<file path="config.mk">
export PLATFORM = sky130hd
export DESIGN_NAME = bfsa_ctrl_flat
export DESIGN_NICKNAME = d
export VERILOG_FILES = /design/src/rtl/core/bfsa_pkg.sv /design/src/rtl/core/bfsa_ifs.sv /design/src/rtl/core/bfsa_ctrl.sv /design/src/flat_wrapper.sv
export SDC_FILE = /design/constraint.sdc
export NUM_CORES = 1
export LEC_CHECK = 0
export ABC_AREA = 1
export BUFFER_PORTS_ARGS = -buffer_cell sky130_fd_sc_hd__buf_2
export CORE_MARGIN = 8
export CORE_UTILIZATION = 45
export CTS_CLUSTER_DIAMETER = 150
export CTS_CLUSTER_SIZE = 8
export DETAILED_ROUTE_END_ITERATION = 16
export PLACE_DENSITY_LB_ADDON = 0.15
export REMOVE_ABC_BUFFERS = 1
export SLEW_MARGIN = 20
export SYNTH_ARGS = -nofsm -noshare
export SYNTH_HDL_FRONTEND = slang
export SYNTH_SLANG_ARGS = --single-unit
</file>
<file path="constraint.sdc">
create_clock -name clk -period 2.25 [get_ports clk]
set_input_delay 0.3375 -clock clk [delete_from_list [all_inputs] [get_ports clk]]
set_output_delay 0.3375 -clock clk [all_outputs]
set_load 0.01 [all_outputs]
</file>
<file path="src/rtl/core/bfsa_pkg.sv">
package bfsa_pkg;

	// Field widths of the request and grant words.
	localparam int CMD_W        = 2;
	localparam int IDX_FIELD_W  = 10;
	localparam int SIZE_FIELD_W = 16;

	// Default table geometry.
	localparam int SLOTS_DEF     = 1024;
	localparam int SIZE_BITS_DEF = 16;

	// Command codes carried by a request word.
	typedef enum logic [CMD_W-1:0] {
		CMD_LOAD    = 2'd0,
		CMD_REQUEST = 2'd1,
		CMD_RELEASE = 2'd2
	} cmd_t;

endpackage

</file>
<file path="src/rtl/core/bfsa_ifs.sv">
// Request channel: command, slot index and size.
interface bfsa_req_if import bfsa_pkg::*; ();
	logic                    valid;
	logic                    ready;
	logic [CMD_W-1:0]        cmd;
	logic [IDX_FIELD_W-1:0]  slot_index;
	logic [SIZE_FIELD_W-1:0] size_value;

	modport source(output valid, output cmd, output slot_index, output size_value,
		input ready);
	modport sink(input valid, input cmd, input slot_index, input size_value,
		output ready);
endinterface

// Grant channel: granted slot and hit flag.
interface bfsa_grant_if import bfsa_pkg::*; ();
	logic                   valid;
	logic                   ready;
	logic [IDX_FIELD_W-1:0] granted_slot;
	logic                   found;

	modport source(output valid, output granted_slot, output found, input ready);
	modport sink(input valid, input granted_slot, input found, output ready);
endinterface

</file>
<file path="src/rtl/core/bfsa_ctrl.sv">
module bfsa_ctrl import bfsa_pkg::*; #(
	parameter int SLOTS     = SLOTS_DEF,
	parameter int SIZE_BITS = SIZE_BITS_DEF,
	localparam int IDX_W    = $clog2(SLOTS),
	localparam int WORD_W   = SIZE_BITS + 1
) (
	input  logic              clk,
	input  logic              arst_n,
	bfsa_req_if.sink          req,
	bfsa_grant_if.source      grant,
	output logic              mem_we,
	output logic [IDX_W-1:0]  mem_waddr,
	output logic [WORD_W-1:0] mem_wdata,
	output logic [IDX_W-1:0]  mem_raddr,
	input  logic [WORD_W-1:0] mem_rdata
);

	localparam logic [IDX_W-1:0] LAST_IDX = IDX_W'(SLOTS - 1);

	typedef enum logic [2:0] {
		ST_CLEAR,
		ST_IDLE,
		ST_REL_RD,
		ST_REL_WR,
		ST_SCAN,
		ST_DONE
	} state_t;

	state_t                  state_q;
	logic [IDX_W-1:0]        addr_q;
	logic                    issue_q;
	logic                    pending_s1;
	logic [IDX_W-1:0]        idx_s1;
	logic [SIZE_FIELD_W-1:0] need_q;
	logic                    have_q;
	logic [IDX_W-1:0]        best_q;
	logic [SIZE_BITS-1:0]    best_cap_q;
	logic                    ovalid_q;
	logic [IDX_FIELD_W-1:0]  oslot_q;
	logic                    ofound_q;

	logic                    accept;
	logic                    out_free;
	logic [31:0]             idx_ext;
	logic                    in_range;
	logic [IDX_W-1:0]        req_addr;
	logic [31:0]             size_ext;
	logic [SIZE_BITS-1:0]    load_cap;
	logic                    rd_free;
	logic [SIZE_BITS-1:0]    rd_cap;
	logic                    fits;
	logic                    better;
	logic                    last_rd;
	logic [31:0]             best_ext;

	// Handshakes.
	assign req.ready     = (state_q == ST_IDLE);
	assign accept        = req.valid && req.ready;
	assign out_free      = !ovalid_q || grant.ready;
	assign grant.valid        = ovalid_q;
	assign grant.granted_slot = oslot_q;
	assign grant.found        = ofound_q;

	// Decode of the incoming word.
	assign idx_ext  = 32'(req.slot_index);
	assign in_range = idx_ext < 32'(SLOTS);
	assign req_addr = idx_ext[IDX_W-1:0];
	assign size_ext = 32'(req.size_value);
	assign load_cap = size_ext[SIZE_BITS-1:0];

	// Compare of the entry read in the previous cycle against the running best.
	assign rd_free  = mem_rdata[WORD_W-1];
	assign rd_cap   = mem_rdata[SIZE_BITS-1:0];
	assign fits     = rd_free && (33'(rd_cap) >= 33'(need_q));
	assign better   = fits && (!have_q || (rd_cap < best_cap_q));
	assign last_rd  = (idx_s1 == LAST_IDX);
	assign best_ext = 32'(best_q);

	assign mem_raddr = addr_q;

	// Memory write port: clearing pass, load, release write-back, grant write-back.
	always_comb begin
		mem_we    = 1'b0;
		mem_waddr = addr_q;
		mem_wdata = '0;
		unique case (state_q)
			ST_CLEAR: begin
				mem_we = 1'b1;
			end
			ST_IDLE: begin
				if (accept && (req.cmd == CMD_LOAD) && in_range) begin
					mem_we    = 1'b1;
					mem_waddr = req_addr;
					mem_wdata = {1'b1, load_cap};
				end
			end
			ST_REL_WR: begin
				mem_we    = 1'b1;
				mem_wdata = {1'b1, rd_cap};
			end
			ST_DONE: begin
				if (out_free && have_q) begin
					mem_we    = 1'b1;
					mem_waddr = best_q;
					mem_wdata = {1'b0, best_cap_q};
				end
			end
			default: begin
			end
		endcase
	end

	// Sequencer and grant register.
	always_ff @(posedge clk or negedge arst_n) begin
		if (!arst_n) begin
			state_q    <= ST_CLEAR;
			addr_q     <= '0;
			issue_q    <= 1'b0;
			pending_s1 <= 1'b0;
			idx_s1     <= '0;
			need_q     <= '0;
			have_q     <= 1'b0;
			best_q     <= '0;
			best_cap_q <= '0;
			ovalid_q   <= 1'b0;
			oslot_q    <= '0;
			ofound_q   <= 1'b0;
		end else begin
			// The final state reloads the grant register itself.
			if (ovalid_q && grant.ready && (state_q != ST_DONE)) begin
				ovalid_q <= 1'b0;
			end
			unique case (state_q)
				ST_CLEAR: begin
					if (addr_q == LAST_IDX) begin
						addr_q  <= '0;
						state_q <= ST_IDLE;
					end else begin
						addr_q <= addr_q + 1'b1;
					end
				end
				ST_IDLE: begin
					if (accept) begin
						if (req.cmd == CMD_REQUEST) begin
							need_q     <= req.size_value;
							addr_q     <= '0;
							issue_q    <= 1'b1;
							pending_s1 <= 1'b0;
							have_q     <= 1'b0;
							best_q     <= '0;
							best_cap_q <= '0;
							state_q    <= ST_SCAN;
						end else if ((req.cmd == CMD_RELEASE) && in_range) begin
							addr_q  <= req_addr;
							state_q <= ST_REL_RD;
						end
					end
				end
				ST_REL_RD: begin
					state_q <= ST_REL_WR;
				end
				ST_REL_WR: begin
					state_q <= ST_IDLE;
				end
				ST_SCAN: begin
					// Issue one read per cycle; the data is compared in the cycle after.
					pending_s1 <= issue_q;
					idx_s1     <= addr_q;
					if (issue_q) begin
						if (addr_q == LAST_IDX) begin
							issue_q <= 1'b0;
						end else begin
							addr_q <= addr_q + 1'b1;
						end
					end
					if (pending_s1) begin
						if (better) begin
							have_q     <= 1'b1;
							best_q     <= idx_s1;
							best_cap_q <= rd_cap;
						end
						if (last_rd) begin
							state_q <= ST_DONE;
						end
					end
				end
				ST_DONE: begin
					if (out_free) begin
						ovalid_q <= 1'b1;
						oslot_q  <= have_q ? best_ext[IDX_FIELD_W-1:0] : '0;
						ofound_q <= have_q;
						state_q  <= ST_IDLE;
					end
				end
				default: begin
					state_q <= ST_IDLE;
				end
			endcase
		end
	end

endmodule

</file>
<file path="src/flat_wrapper.sv">
// flat-port wrapper written by rule: the top's interface ports become plain ports
module bfsa_ctrl_flat import bfsa_pkg::*;
#(
	parameter int SLOTS     = SLOTS_DEF,
	parameter int SIZE_BITS = SIZE_BITS_DEF,
	localparam int IDX_W    = $clog2(SLOTS),
	localparam int WORD_W   = SIZE_BITS + 1
)
  (clk, arst_n, mem_we, mem_waddr, mem_wdata, mem_raddr, mem_rdata, req_valid, req_cmd, req_slot_index, req_size_value, req_ready, grant_valid, grant_granted_slot, grant_found, grant_ready);
  bfsa_req_if req_i ();
  bfsa_grant_if grant_i ();
  input  logic clk;
  input  logic arst_n;
  output logic mem_we;
  output logic [IDX_W-1:0] mem_waddr;
  output logic [WORD_W-1:0] mem_wdata;
  output logic [IDX_W-1:0] mem_raddr;
  input  logic [WORD_W-1:0] mem_rdata;
  input wire logic [$bits(req_i.valid)-1:0] req_valid;
  input wire logic [$bits(req_i.cmd)-1:0] req_cmd;
  input wire logic [$bits(req_i.slot_index)-1:0] req_slot_index;
  input wire logic [$bits(req_i.size_value)-1:0] req_size_value;
  output wire logic [$bits(req_i.ready)-1:0] req_ready;
  output wire logic [$bits(grant_i.valid)-1:0] grant_valid;
  output wire logic [$bits(grant_i.granted_slot)-1:0] grant_granted_slot;
  output wire logic [$bits(grant_i.found)-1:0] grant_found;
  input wire logic [$bits(grant_i.ready)-1:0] grant_ready;
  assign req_i.valid = req_valid;
  assign req_i.cmd = req_cmd;
  assign req_i.slot_index = req_slot_index;
  assign req_i.size_value = req_size_value;
  assign req_ready = req_i.ready;
  assign grant_valid = grant_i.valid;
  assign grant_granted_slot = grant_i.granted_slot;
  assign grant_found = grant_i.found;
  assign grant_i.ready = grant_ready;
  bfsa_ctrl #(.SLOTS(SLOTS), .SIZE_BITS(SIZE_BITS)) u_core (.clk(clk), .arst_n(arst_n), .req(req_i), .grant(grant_i), .mem_we(mem_we), .mem_waddr(mem_waddr), .mem_wdata(mem_wdata), .mem_raddr(mem_raddr), .mem_rdata(mem_rdata));
endmodule
</file>
Yosys cells after proc, flatten, opt, wreduce, memory -nomap -nowiden
Index checks and enable logic that the tools add are counted.

Reductions and logical operators: 24. $lt $le $gt $ge: 3. $add $sub $neg: 1. Equality and inequality tests: 20. Mux-type cells: 49.

Operator list (number): 10-bit two-way mux (13); 16-bit two-way mux (5); 17-bit one-hot mux with 3 select lines (1); 10-bit one-hot mux with 2 select lines (2); 16-bit one-hot mux with 2 select lines (1); 10-bit one-hot mux with 3 select lines (1); 3-bit two-way mux (7); 10-bit == test, second input constant (2); 17-bit two-way mux (1); 16-bit >= comparator (1); 16-bit < comparator (1); 3-bit one-hot mux with 5 select lines (1); 1-bit two-way mux (13); 2-bit by 1-bit != test with 1-bit output, second input constant (6); 10-bit by 11-bit < comparator with 1-bit output, second input constant (1); 10-bit by 1-bit adder with 10-bit output, second input constant (1); 5-bit AND reduction (2); 1-bit logical AND (9); 3-bit by 2-bit == test with 1-bit output, second input constant (2); 3-bit == test, second input constant (2); 2-bit != test, second input constant (3); 3-bit != test, second input constant (2); 1-bit one-hot mux with 2 select lines (3); 3-bit AND reduction (2); other kinds (13) (15).

Bits of input ports: 49. Register bits: 80. Output and inout port bits: 51.

Depth between registers and ports, before layout
Gate-level depths: netlist (run 1).

Depth in word-level cells: 6. Gate-level depth with buffers: 15. Mapped depth without buffers: 14.

Least setup slack after synthesis (run 1)
OpenSTA, ideal clock, no wires.

Kind: register -> output. Start: register u_core.state_q[1]. End: output port mem_wdata[2]. Stages on the path, launching flop included: 8. Arrival time: 1.566 ns. Buffers on the path: 2. Slack: 0.347 ns. Required time: 1.913 ns. Path through: dfrtp_1 > nor2_2 > nand2_2 > nor2_2 > inv_1 > buf_2 > buf_2 > o21ai_0.

Word-level cells in the longest chain between the ends: 6. Elaborated cells on any way between the ends: 8.

Ends and longest elaborated chain: start, declared (RTL line bfsa_ctrl.sv:29) `state_t state_q;`; start signal, assigned (RTL line bfsa_ctrl.sv:116) `state_q <= ST_CLEAR;`; start signal, assigned (RTL line bfsa_ctrl.sv:137) `state_q <= ST_IDLE;`; start signal, assigned (RTL line bfsa_ctrl.sv:152) `state_q <= ST_SCAN;`; 3-bit by 1-bit == test with 1-bit output (RTL line bfsa_ctrl.sv:57, bfsa_ctrl.sv:86); 1-bit logical AND (RTL line bfsa_ctrl.sv:58) `assign accept = req.valid && req.ready;`; 1-bit logical AND (2 in series) (RTL line bfsa_ctrl.sv:91) `if (accept && (req.cmd == CMD_LOAD) && in_range) begin`; 17-bit two-way mux (RTL line bfsa_ctrl.sv:91); 17-bit one-hot mux with 3 select lines * (RTL line bfsa_ctrl.sv:86) `unique case (state_q)`; end, declared (RTL line flat_wrapper.sv:16) `output logic [WORD_W-1:0] mem_wdata;`.

Mark *: on every way between the ends. The rest lies on a longest branch, timed or not.

Worst setup path after layout (run 1)
Start: register u_core.state_q[0]. End: output port mem_waddr[6].

Word-level cells in the longest chain between the ends: 6. Elaborated cells on any way between the ends: 7.

Ends and longest elaborated chain: 3-bit by 1-bit == test with 1-bit output (RTL line bfsa_ctrl.sv:57, bfsa_ctrl.sv:86); 1-bit logical AND (RTL line bfsa_ctrl.sv:58); 1-bit logical AND (2 in series) (RTL line bfsa_ctrl.sv:91); 10-bit two-way mux (RTL line bfsa_ctrl.sv:91); 10-bit one-hot mux with 2 select lines * (RTL line bfsa_ctrl.sv:86); end, declared (RTL line flat_wrapper.sv:15) `output logic [IDX_W-1:0] mem_waddr;`.

Marks and branches as above.

==> out/metrics.cfg, run 1 <==
[grt]
global_route.usage.total = 0.191
grt_pass1_wl_um = 22400
global_route.overflow_total = 0
grt_start_max_net_pins = 43
grt_pass1_vias = 4570
grt_antenna_before_repair = 0

[finish]
most_common_cell_after_layout_fill_and_taps_aside = sky130_fd_sc_hd__nand2_1
area_growth_pct = 21.2
layout-drive-gt1-share = 0.225
fillerInstances = 1054
design.final.nets = 807
antenna-diode-count = 0
finish.utilization = 0.562
leading_cell_types_in_the_layout_fill_and_taps_excluded = sky130_fd_sc_hd__nand2_1, sky130_fd_sc_hd__buf_2, sky130_fd_sc_hd__inv_1

[clock_tree]
clock_path_buffers = 2
count_of_h_tree_levels_built_during_cts = 3
clkSlewWorstSetupHoldPaths_ns = 0.08
cts-buffers-inserted = 9
cts.sink_count = 80
cts_hold_repair.buffers = 0
insertion_delay_ns = 0.35
cts-root-buf = sky130_fd_sc_hd__clkbuf_8
cts_tree = done

[worst_setup_path]
worst-r2r-setup-slack_ns = 0.23
setup.worst_path.end_class = primary output
startpoint_type = flop
arr_time_crit_path_ns = 1.81
slowest_stage = sky130_fd_sc_hd__dfrtp_1
critical_path.max_fanout = 23
critical-path-max-stage-delay_ns = 0.36
timing_worst_setup_path_type = flop to primary output
crit_required_ns = 1.91
cp-startpoint = u_core.state_q[0]$_DFFE_PN0P_
worstReg2RegStart = u_core.need_q[15]$_DFFE_PN0P_
cp_cell_sequence = inv_1 > nor2_4 > inv_1 > nor2_4 > nand2_2 > buf_8 > o221ai_1 > buf_2

[pwr]
switching_share = 0.451
p_switching_w = 0.00323
p_total_w = 0.00714
vdd_ir_drop_max_v = 0.000834
clock_power_share = 0.149
combinationalPowerShare = 0.505
internal_power_w = 0.00392
leakage_nw = 3.09
power.share.sequential = 0.346
cellPowerDensity_nw_per_um2 = 1230

[timing]
worstMarginPinSlew_ns = 0.602
final_period_minus_worst_setup_slack_ns = 2.14
finalHoldViolations = 18
finalClockSkew_ns = 0.00730
fmaxAchievable_mhz = 467
final.setup.tns_ns = 0
grt_setup_unrepaired = false
report.final.setup_viol = 0
max_slew_margin = 0.599
postLayoutSetupSlackWorst_ns = 0.107
fin_worst_hold_slack_ns = -0.0150
drv_slew = 0
fin_crit_sh = 0.953

[placed_design]
buffer_ports.inserted = 99
place_worst_setup_slack_ns = 0.120
hpwlAfterDp_um = 10100
routabilityCongestion = 0.878

[die]
initial_cell_density_of_the_core = 0.464
design.die.area_um2 = 14300
num_rows = 37
core_area_um2 = 10400
die_w_um = 119
die_height_um = 119
ios = 100

[yosys]
synth.cell_area_um2 = 4810
synth-seq-cells = 80
asyncSetResetFlopFracSynth = 1.00
sequential_share_of_the_synthesized_area = 0.416
synth.yosys.warnings = 0
yosysTopAreaCellShare = 0.416
synthesis.area_per_instance_um2 = 7.77
synth.distinct_cells = 35
synth.top_cells.by_area = sky130_fd_sc_hd__dfrtp_1, sky130_fd_sc_hd__nand2_1, sky130_fd_sc_hd__ha_1
synth-edff-count = 0
yosysTopAreaCell = sky130_fd_sc_hd__dfrtp_1
post_synth_inst_count = 619
ys.flop_type = sky130_fd_sc_hd__dfrtp_1

[routing]
wl_per_cell_um = 15.5
drtIter0Drc = 247
final_antenna_net_count = 0
drt-pass1-iter-count = 5
route.detailed.drc = 0
totalWireLength_um = 13400
vias = 4520
post_drt_via_cell_ratio = 5.23

[min_path]
hold_path.class = input pin to async pin

[status]
run_status = finished, violations left
violations = negative hold slack

[flow_run]
max_cap_violations = 0

metrics by stage:
step | hold slack [ns] | instance area, um2 | cells
2_1_floorplan | 0.0419 | 4700 | 595
3_5_place_dp | 0.384 | 5530 | 845
3_3_place_gp | 0.379 | 5530 | 845
4_1_cts | 0.00135 | 5750 | 864
6_report | -0.0150 | 5830 | 865
5_1_grt | 0.0265 | 5830 | 865
synthesized netlist by cell type, types with 3 or more instances:
master	instances
sky130_fd_sc_hd__inv_1	95
sky130_fd_sc_hd__nand4_1	3
sky130_fd_sc_hd__buf_2	8
sky130_fd_sc_hd__o221ai_1	23
sky130_fd_sc_hd__nand3_1	65
sky130_fd_sc_hd__a22oi_1	3
sky130_fd_sc_hd__clkbuf_1	15
sky130_fd_sc_hd__o21ai_0	60
sky130_fd_sc_hd__ha_1	34
sky130_fd_sc_hd__inv_2	4
sky130_fd_sc_hd__dfrtp_1	80
sky130_fd_sc_hd__nand2_1	135
sky130_fd_sc_hd__a21oi_1	31
sky130_fd_sc_hd__nor2_2	4
sky130_fd_sc_hd__nor2_1	26
sky130_fd_sc_hd__o22ai_1	3
sky130_fd_sc_hd__nand2_2	3
sky130_fd_sc_hd__nor3_1	8
area by class of cell:
type | count | area, um2 | area share
inverters | 99 | 375 | 0.0644
repair buffers | 118 | 709 | 0.122
well taps | 136 | 170 | 0.0292
multi-input cells | 416 | 2380 | 0.409
clock buffers | 11 | 131 | 0.0225
clock inverters | 5 | 57.6 | 0.00988
flip-flops and latches | 80 | 2000 | 0.343
critical path, delay by kind of cell, from the launching register on:
kind / cells / cell delay (ns)
and+or+nand+nor: 3 / 0.36
buffers and inverters: 4 / 0.51
DFF: 1 / 0.36
AOI/OAI and AO/OA: 1 / 0.20
path summary, 6_finish.rpt:
kind | endpoint | cells after the start
max | mem_waddr[6] | 8
min reg2reg | u_core.need_q[6]$_DFFE_PN0P_ | 2
min | u_core.need_q[5]$_DFFE_PN0P_ | 1
max reg2reg | u_core.best_q[1]$_DFFE_PN0P_ | 12
max in group asynchronous | u_core.best_cap_q[4]$_DFFE_PN0P_ | 2
min in group clk | u_core.grant.valid$_DFF_PN0_ | 2
cells by family after synthesis:
group	synth area share
AO/OA/AOI/OAI	0.163
flip-flops	0.416
adder cells (fa/ha/maj)	0.0884
XOR/XNOR	0.00546
buffers and inverters	0.0996
AND/OR/NAND/NOR	0.227
power by group through the flow:
stage	clock network [W]	logic [W]	registers [W]
finish	0.00107	0.00361	0.00247
global route	0.00113	0.00409	0.00255
floorplan	0	0.00223	0.00246
detailed placement	0	0.00349	0.00250
global placement	0	0.00341	0.00247
CTS	0.00108	0.00356	0.00246
per-layer routing:
metal	up-vias	global-route usage	routed length (um)
li1	2272	-	-
met1	2113	0.253	6470
met2	128	0.312	6210
met3	7	0.0373	659
met4	0	0.0468	103
met5	-	0	0
flip-flops by register name (all words and copies together), names as in the netlist:
signal,flops
u_core.best_cap_q,16
u_core.best_q,10
u_core.grant.found,1
u_core.grant.granted_slot,10
u_core.grant.valid,1
u_core.have_q,1
u_core.idx_s1,10
u_core.issue_q,1
u_core.mem_raddr,10
u_core.need_q,16
u_core.pending_s1,1
u_core.state_q,3
timing repair:
action	CTS	global route
pin swaps	2	1
cloned	0	0
setup buffers	3	1
endpoints found under the setup margin	23	27
resized for setup	5	16
No activity file was read; power rests on OpenSTA's default activity.
==> run 2, diff against run 1 <==
--- a/config.mk
+++ b/config.mk
@@ -5,13 +5,14 @@
 export SDC_FILE = /design/constraint.sdc
 export NUM_CORES = 1
 export LEC_CHECK = 0
-export ABC_AREA = 1
+export ABC_AREA = 0
 export BUFFER_PORTS_ARGS = -buffer_cell sky130_fd_sc_hd__buf_2
 export CORE_MARGIN = 8
 export CORE_UTILIZATION = 45
 export CTS_CLUSTER_DIAMETER = 150
 export CTS_CLUSTER_SIZE = 8
 export DETAILED_ROUTE_END_ITERATION = 16
+export MAX_ROUTING_LAYER = met4
 export PLACE_DENSITY_LB_ADDON = 0.15
 export REMOVE_ABC_BUFFERS = 1
 export SLEW_MARGIN = 20
==> run 2 against run 1 <==
The flow finishes with violations (negative setup slack). Area after synthesis fell by 1.6%. Hold slack improved by 0.20 ns. First-iteration DRC count rose by 15%. Cell count fell by 7.1%. Largest cell class unchanged. Critical path type unchanged. Highest routed layer unchanged. Register-to-register slack got worse by 0.28 ns.
==> out/metrics.cfg, run 2 <==
[yosys]
yosysTopAreaCellShare = 0.423
post_synth_inst_count = 523
synth.cell_area_um2 = 4730
synth.yosys.warnings = 0
synth.top_cells.by_area = sky130_fd_sc_hd__dfrtp_1, sky130_fd_sc_hd__ha_1, sky130_fd_sc_hd__inv_1
sequential_share_of_the_synthesized_area = 0.423
yosysTopAreaCell = sky130_fd_sc_hd__dfrtp_1
synth-seq-cells = 80
synth_top_cells_by_count = sky130_fd_sc_hd__inv_1, sky130_fd_sc_hd__dfrtp_1, sky130_fd_sc_hd__nand2_1, sky130_fd_sc_hd__ha_1, sky130_fd_sc_hd__o21ai_1
post-synth-top-count-cell = sky130_fd_sc_hd__inv_1
asyncSetResetFlopFracSynth = 1.00
ys.flop_type = sky130_fd_sc_hd__dfrtp_1
synth-edff-count = 0
synth.distinct_cells = 47
synthesis.area_per_instance_um2 = 9.05

[clock_tree]
clock_path_buffers = 2
cts.sink_count = 80
cts-buffers-inserted = 9
cts_tree = done
cts-root-buf = sky130_fd_sc_hd__clkbuf_8
clkSlewWorstSetupHoldPaths_ns = 0.09
insertion_delay_ns = 0.37
count_of_h_tree_levels_built_during_cts = 3

[placed_design]
routabilityCongestion = 0.838
hpwlAfterDp_um = 9560
buffer_ports.inserted = 99

[pwr]
cellPowerDensity_nw_per_um2 = 1110
p_total_w = 0.00684
leakage_nw = 3.30
vdd_ir_drop_max_v = 0.000408

[worst_setup_path]
timing_worst_setup_path_type = flop to primary output
crit_required_ns = 1.91
setup.worst_path.end_class = primary output
rr_worst_depth = 10
critical-path-max-stage-delay_ns = 0.39
startpoint_type = flop
critical_path.max_fanout = 6
cp_cell_sequence = nand2b_4 > nor2_4 > nand3_2 > a21o_4 > buf_6 > a222oi_1 > inv_1 > buf_2
slowest_stage = sky130_fd_sc_hd__dfrtp_1
arr_time_crit_path_ns = 2.05

[die]
core_area_um2 = 10300
num_rows = 37
die_w_um = 119
initial_cell_density_of_the_core = 0.461
design.die.area_um2 = 14100
ios = 100
die_height_um = 119

[finish]
leading_cell_types_in_the_layout_fill_and_taps_excluded = sky130_fd_sc_hd__buf_2, sky130_fd_sc_hd__inv_1, sky130_fd_sc_hd__dfrtp_1
top_regs = u_core.best_cap_q x16, u_core.need_q x16
area_growth_pct = 30.4
multiInputGateArea_um2 = 2410
finish.utilization = 0.601
fillerInstances = 926
seq_area_um2 = 2000
design.final.nets = 746
most_common_cell_after_layout_fill_and_taps_aside = sky130_fd_sc_hd__buf_2
layout-drive-gt1-share = 0.310
antenna-diode-count = 0

[flow_run]
max_cap_violations = 0

[grt]
global_route.overflow_total = 0
grt.met3_usage = 0.0357
globalRoute.busiestLayer = met2
grt_use_met1 = 0.230
grt_use_met2 = 0.317
grt_pass1_wl_um = 21700
grt_start_max_net_pins = 51
grt_pass1_vias = 4436
grt_antenna_before_repair = 0
global_route.usage.total = 0.192

[timing]
drv_slew = 0
postLayoutSetupSlackWorst_ns = -0.136
fin_worst_hold_slack_ns = 0.185
worstMarginPinSlew_ns = 0.456
report.final.setup_viol = 23
fin_crit_sh = 1.06
fmaxAchievable_mhz = 419
finalHoldViolations = 0
final_period_minus_worst_setup_slack_ns = 2.39
finalClockSkew_ns = 0.0149
grt_setup_unrepaired = true
max_slew_margin = 0.696

[routing]
drtIter0Drc = 285
drt-pass1-iter-count = 5
wl_per_cell_um = 16.4
vias = 4288
final_antenna_net_count = 0
route.detailed.drc = 0
totalWireLength_um = 13200
post_drt_via_cell_ratio = 5.33

[min_path]
worstHoldPathCells = 3
hold_path.class = input pin to flop

[status]
run_status = finished, violations left
violations = negative setup slack

-- run 2: worst paths after layout --
kind,start,endpoint,slack [ns]
worst max register to register,u_core.best_cap_q[12]$_DFFE_PN0P_,u_core.best_q[0]$_DFFE_PN0P_,-0.05
worst min-delay path,req_size_value[0],u_core.need_q[0]$_DFFE_PN0P_,0.19
worst max-delay path,u_core.state_q[2]$_DFFE_PN0P_,mem_waddr[4],-0.14
max in group asynchronous,arst_n,u_core.issue_q$_DFFE_PN0P_,1.15
worst min register to register,u_core.grant.granted_slot[8]$_DFFE_PN0P_,u_core.grant.granted_slot[8]$_DFFE_PN0P_,0.50
min in group asynchronous,arst_n,u_core.state_q[1]$_DFFE_PN0P_,0.46
-- run 2: area by class of cell --
class / count / area share
well taps: 136 / 0.0276
flip-flops and latches: 80 / 0.325
clock inverters: 5 / 0.0101
clock buffers: 11 / 0.0229
multi-input cells: 326 / 0.391
inverters: 87 / 0.0529
repair buffers: 159 / 0.171
-- run 2: worst max-delay path, delay by kind of cell (launching register included) --
family                 cells  cell delay [ns]
flip-flops                 1             0.39
AND/OR/NAND/NOR            3             0.36
AO/OA/AOI/OAI              2             0.58
buffers and inverters      3             0.34
-- run 2: report_power, final --
group          total (W)  switching, W  internal [W]
clock            0.00111      0.000561      0.000551
sequential       0.00226      0.000326       0.00194
combinational    0.00347       0.00191       0.00155
-- run 2: per-stage QoR --
stage / setup slack [ns] / TNS, ns / area [um2] / cells
3_5_place_dp: -0.232 / -5.44 / 5610 / 771
4_1_cts: -0.0433 / -0.316 / 6090 / 800
3_3_place_gp: -0.124 / -2.57 / 5610 / 771
2_1_floorplan: -1.47 / -62.83 / 4560 / 493
6_report: -0.136 / -0.899 / 6170 / 804
5_1_grt: -0.205 / -5.15 / 6170 / 804
-- run 2: repair_timing --
item                                    CTS  global route
endpoints found under the hold margin    30             0
setup buffers                            10             4
endpoints found under the setup margin   53            53
resized for setup                        32            15
gates cloned                              2             0
hold buffers                              1             0
pin swaps                                21            19
-- run 2: cells by family after synthesis --
family          synth area share
mux                       0.0592
buf+inv                    0.105
compound gates             0.190
flops                      0.423
simple gates               0.133
fa+ha+maj                 0.0899
-- run 2: metal layers --
| layer | part of all wire | routed length, um |
|---|---|---|
| met5 | 0 | 0 |
| met4 | 0.015 | 197 |
| met3 | 0.048 | 628 |
| met2 | 0.49 | 6420 |
| met1 | 0.45 | 5910 |
